`src/hdl/per_peer_credit_flow_control_top_defines.svh`:
```
// Assertion macros for the per-peer credit flow control block.
// Used by per_peer_credit_flow_control_top; no other dependencies.
`ifndef PER_PEER_CREDIT_FLOW_CONTROL_TOP_DEFINES_SVH
`define PER_PEER_CREDIT_FLOW_CONTROL_TOP_DEFINES_SVH

// Same-cycle implication, checked on every clock edge outside reset.
`define PPCFC_ASSERT_IMPLY(label, ante, cons, text) \
   label: assert property (@(posedge clock) disable iff (reset) (ante) |-> (cons)) \
      else $error(text);

// Next-cycle implication, checked on every clock edge outside reset.
`define PPCFC_ASSERT_NEXT(label, ante, cons, text) \
   label: assert property (@(posedge clock) disable iff (reset) (ante) |=> (cons)) \
      else $error(text);

`endif

```
`src/hdl/ppcfc_pkg.sv`:
```
// Shared types and constants for the per-peer credit flow control block.
// No dependencies.
package ppcfc_pkg;

   localparam int CNT_W      = 6;
   localparam int PEER_W     = 4;
   localparam int PEER_SPAN  = 1 << PEER_W;
   localparam int PCMP_W     = 11;   // wide enough to hold any peer count
   localparam int QUEUE_DEPTH = 2;

   localparam logic [CNT_W-1:0] CNT_MAX      = 6'd63;
   localparam logic [CNT_W-1:0] INIT_CREDITS = 6'd10;

   // Request channel action codes
   typedef enum logic [1:0] {
      ACT_SEND = 2'd0,
      ACT_MSG  = 2'd1,
      ACT_CMSG = 2'd2,
      ACT_NONE = 2'd3
   } action_type;

   // Classified command kind
   typedef enum logic [2:0] {
      KIND_SEND    = 3'd0,
      KIND_MSG     = 3'd1,
      KIND_CMSG    = 3'd2,
      KIND_REPORT  = 3'd3,   // unused action: report credits only
      KIND_NO_PEER = 3'd4    // peer outside the table: all-zero result
   } kind_type;

   typedef struct packed {
      kind_type           kind;
      logic [PEER_W-1:0]  idx;
      logic [CNT_W-1:0]   credits;
   } cmd_type;

endpackage

```
`src/hdl/per_peer_credit_flow_control_top.sv`:
```
// Channel  | Dir | Signals                                   | Beat contents
// req      | in  | req_tvalid/tready, req_tuser, req_tdata   | action; peer, credits_in
// rsp      | out | rsp_tvalid/tready, rsp_tdata              | status .. credits_left
// csr      | in  | csr_we, csr_wdata                         | owed threshold
//
// Sustained rate is one beat per cycle while responses are not stalled; a response
// is valid once its request beat has passed the front register, a queue slot and
// the back register. The back stage's credit table read-modify-write sets the rate.
// Reset loads every table entry at once (credits 10, owed 0); no clearing pass.
// A stalled response holds the back stage; the queue lets the front keep taking
// beats until it fills.
//
// Top level of the per-peer credit flow control block.
// Depends on ppcfc_pkg, ppcfc_front, ppcfc_queue, ppcfc_back and the defines header.
`include "per_peer_credit_flow_control_top_defines.svh"

module per_peer_credit_flow_control_top
   import ppcfc_pkg::*;
#(
   parameter int PEERS = 16
) (
   input  logic        clock,
   input  logic        reset,
   input  logic        req_tvalid,
   output logic        req_tready,
   input  logic [1:0]  req_tuser,   // [1:0] action
   input  logic [15:0] req_tdata,   // [3:0] peer, [9:4] credits_in, rest zero
   output logic        rsp_tvalid,
   input  logic        rsp_tready,
   output logic [23:0] rsp_tdata,   // [0] status, [6:1] piggyback_credits,
                                    // [7] send_credit_msg, [13:8] credit_msg_count,
                                    // [19:14] credits_left, rest zero
   input  logic        csr_we,
   input  logic [5:0]  csr_wdata
);

   logic [CNT_W-1:0] owed_limit_ff;
   logic             f_valid, f_ready, q_valid, q_ready;
   cmd_type          f_cmd, q_cmd;
   logic             rsp_refused, rsp_credit_msg;
   logic [CNT_W-1:0] rsp_piggy, rsp_msg_cnt;

   // Threshold register
   always_ff @(posedge clock) begin
      if (reset) begin
         owed_limit_ff <= INIT_CREDITS;
      end else if (csr_we) begin
         owed_limit_ff <= csr_wdata;
      end
   end

   ppcfc_front #(.PEERS(PEERS)) u_front (
      .clock      (clock),
      .reset      (reset),
      .req_tvalid (req_tvalid),
      .req_tready (req_tready),
      .req_tuser  (req_tuser),
      .req_tdata  (req_tdata),
      .cmd_valid  (f_valid),
      .cmd_ready  (f_ready),
      .cmd        (f_cmd)
   );

   ppcfc_queue u_queue (
      .clock      (clock),
      .reset      (reset),
      .push_valid (f_valid),
      .push_ready (f_ready),
      .push_cmd   (f_cmd),
      .pop_valid  (q_valid),
      .pop_ready  (q_ready),
      .pop_cmd    (q_cmd)
   );

   ppcfc_back #(.PEERS(PEERS)) u_back (
      .clock       (clock),
      .reset       (reset),
      .owed_limit  (owed_limit_ff),
      .cmd_valid   (q_valid),
      .cmd_ready   (q_ready),
      .cmd         (q_cmd),
      .rsp_tvalid  (rsp_tvalid),
      .rsp_tready  (rsp_tready),
      .rsp_tdata   (rsp_tdata)
   );

   // Response fields seen by the checks
   assign rsp_refused    = rsp_tvalid && rsp_tdata[0];
   assign rsp_credit_msg = rsp_tvalid && rsp_tdata[7];
   assign rsp_piggy      = rsp_tdata[6:1];
   assign rsp_msg_cnt    = rsp_tdata[13:8];

   // Checks
   `PPCFC_ASSERT_IMPLY(a_refused_empty, rsp_refused, rsp_tdata[19:1] == '0, "bad refusal")
   `PPCFC_ASSERT_IMPLY(a_msg_count, rsp_credit_msg, rsp_msg_cnt != '0, "empty credit message")
   `PPCFC_ASSERT_IMPLY(a_msg_no_piggy, rsp_credit_msg, rsp_piggy == '0, "msg with piggyback")
   `PPCFC_ASSERT_NEXT(a_queue_feeds_back, q_valid && q_ready, rsp_tvalid, "no response beat")

endmodule

```
`src/hdl/ppcfc_front.sv`:
```
// Front stage: takes request beats, decodes action and range-checks the peer.
// Depends on ppcfc_pkg.
module ppcfc_front
   import ppcfc_pkg::*;
#(
   parameter int PEERS = 16
) (
   input  logic                 clock,
   input  logic                 reset,
   input  logic                 req_tvalid,
   output logic                 req_tready,
   input  logic [1:0]           req_tuser,
   input  logic [15:0]          req_tdata,
   output logic                 cmd_valid,
   input  logic                 cmd_ready,
   output cmd_type              cmd
);

   logic       valid_ff, valid_in;
   cmd_type    cmd_ff, cmd_in;
   logic       peer_ok;
   action_type act;

   assign req_tready = !valid_ff || cmd_ready;
   assign cmd_valid  = valid_ff;
   assign cmd        = cmd_ff;

   // Decode
   always_comb begin
      act     = action_type'(req_tuser);
      peer_ok = PCMP_W'(req_tdata[PEER_W-1:0]) < PCMP_W'(PEERS);
      cmd_in.idx     = req_tdata[PEER_W-1:0];
      cmd_in.credits = req_tdata[PEER_W+CNT_W-1:PEER_W];
      if (!peer_ok) begin
         cmd_in.kind = KIND_NO_PEER;
      end else begin
         unique case (act)
            ACT_SEND: cmd_in.kind = KIND_SEND;
            ACT_MSG:  cmd_in.kind = KIND_MSG;
            ACT_CMSG: cmd_in.kind = KIND_CMSG;
            default:  cmd_in.kind = KIND_REPORT;
         endcase
      end
   end

   // Stage register
   always_comb begin
      valid_in = valid_ff;
      if (req_tready) valid_in = req_tvalid;
   end

   always_ff @(posedge clock) begin
      if (reset) begin
         valid_ff <= 1'b0;
      end else begin
         valid_ff <= valid_in;
      end
      if (req_tvalid && req_tready) cmd_ff <= cmd_in;
   end

endmodule

```
`src/hdl/ppcfc_queue.sv`:
```
// Short command queue between front and back stages.
// Depends on ppcfc_pkg.
module ppcfc_queue
   import ppcfc_pkg::*;
(
   input  logic    clock,
   input  logic    reset,
   input  logic    push_valid,
   output logic    push_ready,
   input  cmd_type push_cmd,
   output logic    pop_valid,
   input  logic    pop_ready,
   output cmd_type pop_cmd
);

   localparam int PTR_W = (QUEUE_DEPTH > 1) ? $clog2(QUEUE_DEPTH) : 1;
   localparam int CNT_QW = $clog2(QUEUE_DEPTH + 1);

   cmd_type             slot_ff [QUEUE_DEPTH];
   logic [PTR_W-1:0]    wr_ptr_ff, wr_ptr_in;
   logic [PTR_W-1:0]    rd_ptr_ff, rd_ptr_in;
   logic [CNT_QW-1:0]   count_ff, count_in;
   logic                do_push, do_pop;

   assign push_ready = count_ff != CNT_QW'(QUEUE_DEPTH);
   assign pop_valid  = count_ff != '0;
   assign pop_cmd    = slot_ff[rd_ptr_ff];
   assign do_push    = push_valid && push_ready;
   assign do_pop     = pop_valid && pop_ready;

   // Pointer and occupancy update
   always_comb begin
      wr_ptr_in = wr_ptr_ff;
      rd_ptr_in = rd_ptr_ff;
      count_in  = count_ff;
      if (do_push) begin
         wr_ptr_in = (wr_ptr_ff == PTR_W'(QUEUE_DEPTH - 1)) ? '0 : wr_ptr_ff + 1'b1;
      end
      if (do_pop) begin
         rd_ptr_in = (rd_ptr_ff == PTR_W'(QUEUE_DEPTH - 1)) ? '0 : rd_ptr_ff + 1'b1;
      end
      if (do_push && !do_pop) count_in = count_ff + 1'b1;
      else if (do_pop && !do_push) count_in = count_ff - 1'b1;
   end

   always_ff @(posedge clock) begin
      if (reset) begin
         wr_ptr_ff <= '0;
         rd_ptr_ff <= '0;
         count_ff  <= '0;
      end else begin
         wr_ptr_ff <= wr_ptr_in;
         rd_ptr_ff <= rd_ptr_in;
         count_ff  <= count_in;
      end
      if (do_push) slot_ff[wr_ptr_ff] <= push_cmd;
   end

endmodule

```
`src/hdl/ppcfc_back.sv`:
```
// Back stage: credit table read-modify-write and the response register.
// Depends on ppcfc_pkg.
module ppcfc_back
   import ppcfc_pkg::*;
#(
   parameter int PEERS = 16
) (
   input  logic              clock,
   input  logic              reset,
   input  logic [CNT_W-1:0]  owed_limit,
   input  logic              cmd_valid,
   output logic              cmd_ready,
   input  cmd_type           cmd,
   output logic              rsp_tvalid,
   input  logic              rsp_tready,
   output logic [23:0]       rsp_tdata
);

   localparam int DEPTH = (PEERS < PEER_SPAN) ? PEERS : PEER_SPAN;
   localparam int IDX_W = $clog2(DEPTH);

   logic [CNT_W-1:0] avail_ff [DEPTH];
   logic [CNT_W-1:0] owed_ff  [DEPTH];

   logic             rsp_valid_ff, rsp_valid_in;
   logic             status_ff, status_in;
   logic [CNT_W-1:0] piggy_ff, piggy_in;
   logic             msg_ff, msg_in;
   logic [CNT_W-1:0] msg_cnt_ff, msg_cnt_in;
   logic [CNT_W-1:0] left_ff, left_in;

   logic [IDX_W-1:0] idx;
   logic [CNT_W-1:0] av, ow, av_add, ow_inc, av_new, ow_new;
   logic [CNT_W:0]   sum;
   logic             tbl_we, do_pop;

   assign cmd_ready = !rsp_valid_ff || rsp_tready;
   assign do_pop    = cmd_valid && cmd_ready;
   assign idx       = cmd.idx[IDX_W-1:0];

   // Per-event credit arithmetic
   always_comb begin
      av     = avail_ff[idx];
      ow     = owed_ff[idx];
      sum    = {1'b0, av} + {1'b0, cmd.credits};
      av_add = sum[CNT_W] ? CNT_MAX : sum[CNT_W-1:0];
      ow_inc = (ow == CNT_MAX) ? CNT_MAX : ow + 1'b1;

      av_new     = av;
      ow_new     = ow;
      tbl_we     = 1'b0;
      status_in  = 1'b0;
      piggy_in   = '0;
      msg_in     = 1'b0;
      msg_cnt_in = '0;
      left_in    = '0;
      unique case (cmd.kind)
         KIND_SEND: begin
            if (av == '0) begin
               status_in = 1'b1;
            end else begin
               av_new   = av - 1'b1;
               ow_new   = '0;
               piggy_in = ow;
               tbl_we   = 1'b1;
               left_in  = av - 1'b1;
            end
         end
         KIND_MSG: begin
            av_new = av_add;
            tbl_we = 1'b1;
            if (ow_inc >= owed_limit) begin
               msg_in     = 1'b1;
               msg_cnt_in = ow_inc;
               ow_new     = '0;
            end else begin
               ow_new = ow_inc;
            end
            left_in = av_add;
         end
         KIND_CMSG: begin
            av_new  = av_add;
            tbl_we  = 1'b1;
            left_in = av_add;
         end
         KIND_REPORT: left_in = av;
         default: ;   // peer out of range: zero result
      endcase
   end

   // Response handshake
   always_comb begin
      rsp_valid_in = rsp_valid_ff;
      if (cmd_ready) rsp_valid_in = cmd_valid;
   end

   // Table and response registers
   always_ff @(posedge clock) begin
      if (reset) begin
         rsp_valid_ff <= 1'b0;
         for (int i = 0; i < DEPTH; i++) begin
            avail_ff[i] <= INIT_CREDITS;
            owed_ff[i]  <= '0;
         end
      end else begin
         rsp_valid_ff <= rsp_valid_in;
         if (do_pop && tbl_we) begin
            avail_ff[idx] <= av_new;
            owed_ff[idx]  <= ow_new;
         end
      end
      if (do_pop) begin
         status_ff  <= status_in;
         piggy_ff   <= piggy_in;
         msg_ff     <= msg_in;
         msg_cnt_ff <= msg_cnt_in;
         left_ff    <= left_in;
      end
   end

   assign rsp_tvalid = rsp_valid_ff;
   assign rsp_tdata  = {4'd0, left_ff, msg_cnt_ff, msg_ff, piggy_ff, status_ff};

endmodule
```
`config.mk`:
```
export PLATFORM = sky130hd
export DESIGN_NAME = per_peer_credit_flow_control_top
export DESIGN_NICKNAME = d
export VERILOG_FILES = /design/src/hdl/ppcfc_pkg.sv /design/src/hdl/per_peer_credit_flow_control_top.sv /design/src/hdl/ppcfc_front.sv /design/src/hdl/ppcfc_queue.sv /design/src/hdl/ppcfc_back.sv
export VERILOG_INCLUDE_DIRS = /design/src /design/src/hdl
export SDC_FILE = /design/constraint.sdc
export NUM_CORES = 1
export LEC_CHECK = 0
export BUFFER_PORTS_ARGS = -buffer_cell sky130_fd_sc_hd__buf_2
export CORE_MARGIN = 4
export CORE_UTILIZATION = 62
export CTS_CLUSTER_SIZE = 30
export DETAILED_ROUTE_END_ITERATION = 7
export MAX_ROUTING_LAYER = met4
export PLACE_DENSITY = 0.85
export SKIP_CTS_REPAIR_TIMING = 1
export SYNTH_ARGS = -nofsm -noshare
export SYNTH_HDL_FRONTEND = slang
export SYNTH_SLANG_ARGS = --single-unit
```
`constraint.sdc`:
```
create_clock -name clock -period 6.36 [get_ports clock]
set_input_delay 0.636 -clock clock [delete_from_list [all_inputs] [get_ports clock]]
set_output_delay 0.636 -clock clock [all_outputs]
set_load 0.02 [all_outputs]
```
Word-level counts from Yosys, hierarchy flattened

Memory sizes are Yosys's and may differ from the RTL's. A register that Yosys moved wholly into a read port is not among the register bits.
Cells that the tools add are included.

Add/subtract/negate cells: 7
$lt $le $gt $ge: 1
Equal/unequal tests: 7
Multiplexer cells: 33
Bitwise logic cells: 1
Reductions and logical operators: 22

Operators with widths:

| operator            | number |
|---|---|
| $mux 6              | 8 |
| $pmux 6 s2          | 2 |
| $pmux 6 s3          | 1 |
| $mux 1              | 16 |
| $reduce_or 6->1     | 2 |
| $mux 4              | 2 |
| $add 6x6->7         | 1 |
| $add 6x1->6 const B | 1 |
| $eq 3x2->1 const B  | 2 |
| $eq 6x6->1 const B  | 1 |
| $ge 6x6->1          | 1 |
| $logic_and 1x1->1   | 6 |
| $logic_not 6->1     | 1 |
| $pmux 2 s3          | 1 |
| $sub 6x1->6 const B | 1 |
| $logic_not 1->1     | 4 |
| $mux 2              | 2 |
| $reduce_bool 2->1   | 2 |
| $reduce_or 2->1     | 2 |
| $eq 3x1->1 const B  | 1 |
| $logic_not 3->1     | 1 |
| $add 1x1->1 const B | 2 |
| $add 2x1->2 const B | 1 |
| $eq 2x1->1 const B  | 1 |
| 8 further kinds     | 9 |

Register bits after elaboration: 45
RAM bits: 218
Input bits: 29
Word-level logic and storage cells: 88
Memories kept: 3

Memories:

| name            | words | width | read ports | clocked after memory_dff | wr ports | line              | text |
|---|---|---|---|---|---|---|---|
| u_back.avail_ff | 16    | 6     | 1          | 0                        | 16       | ppcfc_back.sv:22  | `logic [CNT_W-1:0] avail_ff [DEPTH];` |
| u_back.owed_ff  | 16    | 6     | 1          | 0                        | 16       | ppcfc_back.sv:23  | `logic [CNT_W-1:0] owed_ff [DEPTH];` |
| u_queue.slot_ff | 2     | 13    | 1          | 1                        | 1        | ppcfc_queue.sv:19 | `cmd_type slot_ff [QUEUE_DEPTH];` |

Depth between registers and ports, before layout

An unclocked memory read counts as a cell.

Word-level depth: 10
Mapped depth: 23
Gate-level depth less buffers: 18

Cells and area by module

From an unflattened synthesis, not the netlist that was laid out.

Cells, all modules: 886
Area total of the unflattened synthesis: 12323.1 µm²

Modules (own cells, without submodules):

| module                           | instances | cells each | area each (µm²) |
|---|---|---|---|
| ppcfc_back                       | 1         | 782        | 10510.1 |
| ppcfc_queue                      | 1         | 64         | 1162.4 |
| ppcfc_front                      | 1         | 21         | 434.2 |
| per_peer_credit_flow_control_top | 1         | 19         | 216.5 |

Least setup slack after synthesis

OpenSTA, ideal clock, no wires.

Kind: flip-flop to flip-flop
Start: register with a tool-made name
End: memory u_back.owed_ff[11][3], data pin
Library setup time: 146 ps
Arrival time: 4978 ps
Slack: 1236 ps
Stages on the path, launching flop included: 22
Clock period less this slack: 5124 ps
Cell sequence: dfxtp_1 buf_2 or3b_1 and2_1 clkbuf_1 or4_1 o22ai_1 or3_1 buf_2 ha_1 inv_1 or2_2 and2_1 ha_1 nand2b_1 a21o_1 a21o_1 a211oi_1 o21ai_0 o32a_1 clkbuf_1 a21oi_1

RTL lines:

| element          | line |
|---|---|
| end: declaration | ppcfc_back.sv:23 |

==> flow_summary.json <==
{
  "drcViolationCount": 0,
  "die_area_sq_um": 22200,
  "p_seq_share_pct": 35.0,
  "timing_worst_slew_pin_value_ps": 1110,
  "synth_cell_types": 78,
  "worst_slew_margin_rel_pct": 24.9,
  "core.rowCount": 51,
  "area_used_by_multi_input_combinational_logic_sq_um": 4170,
  "hold-path-cell-count": 1,
  "finalClockSkew_ps": 9.23,
  "clockPowerShare_pct": 26.3,
  "placedCellCount": 1295,
  "grt_start_max_net_pins": 27,
  "finalHoldViolations": 0,
  "synthTopCellsByArea": "edfxtp_1 (60%), nor2_1 (5.7%), a21oi_1 (4.3%), mux4_2 (3.6%), ha_1 (2.1%)",
  "synth.top_cells.by_count": "edfxtp_1 (248), nor2_1 (186), a21oi_1 (105)",
  "end_kind": "flip-flop",
  "clk-insertion-delay-late_ps": 530,
  "drv_slew": 0,
  "p_leak_uw": 0.00484,
  "synthesized_area_divided_by_synthesized_cell_count_sq_um": 12.1,
  "synth-seq-cells": 261,
  "grt_pass1_vias": 8451,
  "post-synth-top-area-cell": "edfxtp_1",
  "run_status": "completed",
  "yosys_warnings": 0,
  "antenna_found_initial": 1,
  "max_cap_viol_count": 0,
  "power_density_nw_per_um2": 445,
  "critPathRequiredTime_ps": 6630,
  "area_post_placement_sq_um": 12900,
  "syn_to_final_growth_pct": 11.4,
  "finalCritPeriodShare_pct": 93.0,
  "die-width_um": 149,
  "timing.critical_path.slowest_cell_delay_ps": 800,
  "ctsLongestPathBuffers": 3,
  "fin_setup_tns_ps": 0,
  "rsz_0062_raised_after_global_routing": "false",
  "viasPerCell": 6.45,
  "preCtsSetupSlack_ps": 614,
  "async_reset_ff_share_pct": 0,
  "edff_count_synth": 248,
  "total_clock_sinks": 261,
  "comb_power_share_pct": 38.7,
  "hold_path.class": "in2reg",
  "slowest_stage": "dfxtp_1",
  "diodes": 0,
  "placement.io_buffers": 44,
  "regArea_sq_um": 7710,
  "switching_power_uw": 2310,
  "post_synth_instance_area_sq_um": 12400,
  "setup_ws_ps": 445,
  "core_region_area_sq_um": 19500,
  "place_hpwl_um": 20900,
  "final_cells": 1343,
  "achievable_clock_frequency_mhz": 169,
  "path_max_fanout": 26,
  "power_report.internal_total_uw": 3820,
  "design_area_sq_um": 13800,
  "floorplan.initialDensity_pct": 63.3,
  "final_hold_slack_ps": 282,
  "n_fill_cell": 1331,
  "clk_tree_root_cell": "clkbuf_16",
  "yosysMostFrequentCell": "edfxtp_1",
  "r2r.worst_path.cells": 17,
  "synth.top_cell.area_share_pct": 60.3,
  "crit_path_start_kind": "flip-flop",
  "synth.yosys.seq_area_share_pct": 62.4,
  "cp_data_arrival_time_ps": 6190,
  "grt_first_pass_wirelength_um": 48200,
  "power_switching_share_pct": 37.7,
  "grt_util_all_layers_pct": 29.6,
  "globalplace.congestion": 1.00,
  "dr.pass1.iters": 6,
  "drt_iter0_drc": 1130,
  "overflow": 0,
  "final_period_minus_worst_setup_slack_ps": 5920,
  "main_flop_type_after_synthesis": "edfxtp_1",
  "clk_transition_reported_paths_ps": 60,
  "antenna_violating_nets_left": 0,
  "die_y_um": 149,
  "cts-htree-levels": 1,
  "power.ir.vdd_worst_mv": 0.274,
  "wire_per_inst_um": 23.7,
  "synthesis.instances": 1022,
  "finish.net_count": 1109,
  "setup.worst_path.class": "reg2reg",
  "setup-violations-final": 0,
  "tritoncts.num_buffers": 26,
  "boundaryPins": 55,
  "vias": 8664,
  "drive_gt1_share_pct": 16.5,
  "route.final.wire_length_um": 31800,
  "tritoncts": "yes",
  "timing.critical_path.cells": "or3b_2 > a21oi_1 > o41ai_1 > and4_1 > ha_1 > inv_1 > nor4_1 > and2_1 > nand3_1 > o21a_1 > ha_1 > o21ai_0 > o21ai_0 > o22ai_1 > a21oi_1 > buf_4 > nor2_1"
}
-- logic make-up (layout without fill, tap and decap cells) --
family | Yosys count | in the layout | synth area share, %
simple gates | 351 | 351 | 12.9
compound gates | 227 | 227 | 12.2
buf+inv | 110 | 163 | 4.01
flops | 261 | 261 | 62.4
mux | 42 | 42 | 5.55
fa+ha+maj | 22 | 22 | 2.29
other cells | 1 | 4 | 0.0304
xor+xnor | 8 | 8 | 0.567
-- worst max-delay path, delay by kind of cell (launching register included) --
family	cells	cell delay, ps
buffers and inverters	2	350
adder cells (fa/ha/maj)	2	560
flip-flops	1	800
AO/OA/AOI/OAI	7	1980
AND/OR/NAND/NOR	6	1970
-- final timing paths --
kind,from,to,slack (ps)
worst max-delay path,flip-flop,u_back.owed_ff[9][0],440
worst min-delay path,req_tdata[7],u_front.cmd[3],280
worst max register to register,flip-flop,u_back.owed_ff[9][0],440
worst min register to register,u_front.cmd[6],u_queue.slot_ff[1][6],440
-- sequential cells by signal, indices dropped and copies added (netlist names), named ones only --
name / count
u_back.avail_ff: 96
u_back.owed_ff: 96
u_queue.slot_ff: 24
u_front.cmd: 12
owed_limit_ff: 6
u_back.left_ff: 6
u_back.msg_cnt_ff: 6
u_back.piggy_ff: 6
u_queue.count_ff: 2
u_back.msg_ff: 1
u_back.rsp_tvalid: 1
u_back.status_ff: 1
u_front.cmd_valid: 1
u_queue.rd_ptr_ff: 1
u_queue.wr_ptr_ff: 1
-- through the flow --
stage	power, uW	utilization, %
after global placement	4420	65.9
after global routing	6380	70.5
final	6130	70.5
after detailed placement	4480	65.9
after CTS	6080	70.5
after floorplan	3720	-
-- layout make-up --
class | count | share of cell area (%)
clock buffers | 32 | 5.04
clock inverters | 16 | 1.50
inverters | 25 | 0.682
multi-input cells | 654 | 30.3
flip-flops and latches | 261 | 56.0
well taps | 265 | 2.41
repair buffers | 90 | 4.11
-- per-layer routing --
layer | track usage [%] | vias up | routed length, um
met4 | 10.8 | 0 | 1260
met3 | 5.56 | 99 | 3620
li1 | - | 3860 | -
met2 | 46.7 | 562 | 15400
met5 | - | - | 0
met1 | 38.9 | 4143 | 11600
-- cell usage in the layout (no fill, tap or decap), types with 8 or more instances in the layout --
cell type,count
edfxtp_1,248
nor2_1,186
a21oi_1,105
nand2_1,52
buf_4,46
buf_2,44
nand3_1,38
o21ai_0,27
clkbuf_16,27
inv_1,24
ha_1,21
mux4_2,20
mux2i_1,13
a21boi_0,13
dfxtp_1,13
o41ai_1,11
and2_1,10
mux2_2,8
nor3_1,8
-- power by group through the flow --
stage	clock (uW)	combinational (uW)	sequential (uW)
2_1_floorplan	0	1500	2220
3_3_place_gp	0	2250	2170
3_5_place_dp	0	2310	2180
4_1_cts	1620	2320	2140
5_1_grt	1700	2520	2150
6_report	1610	2370	2140
Power figures use the tool's default switching activity.
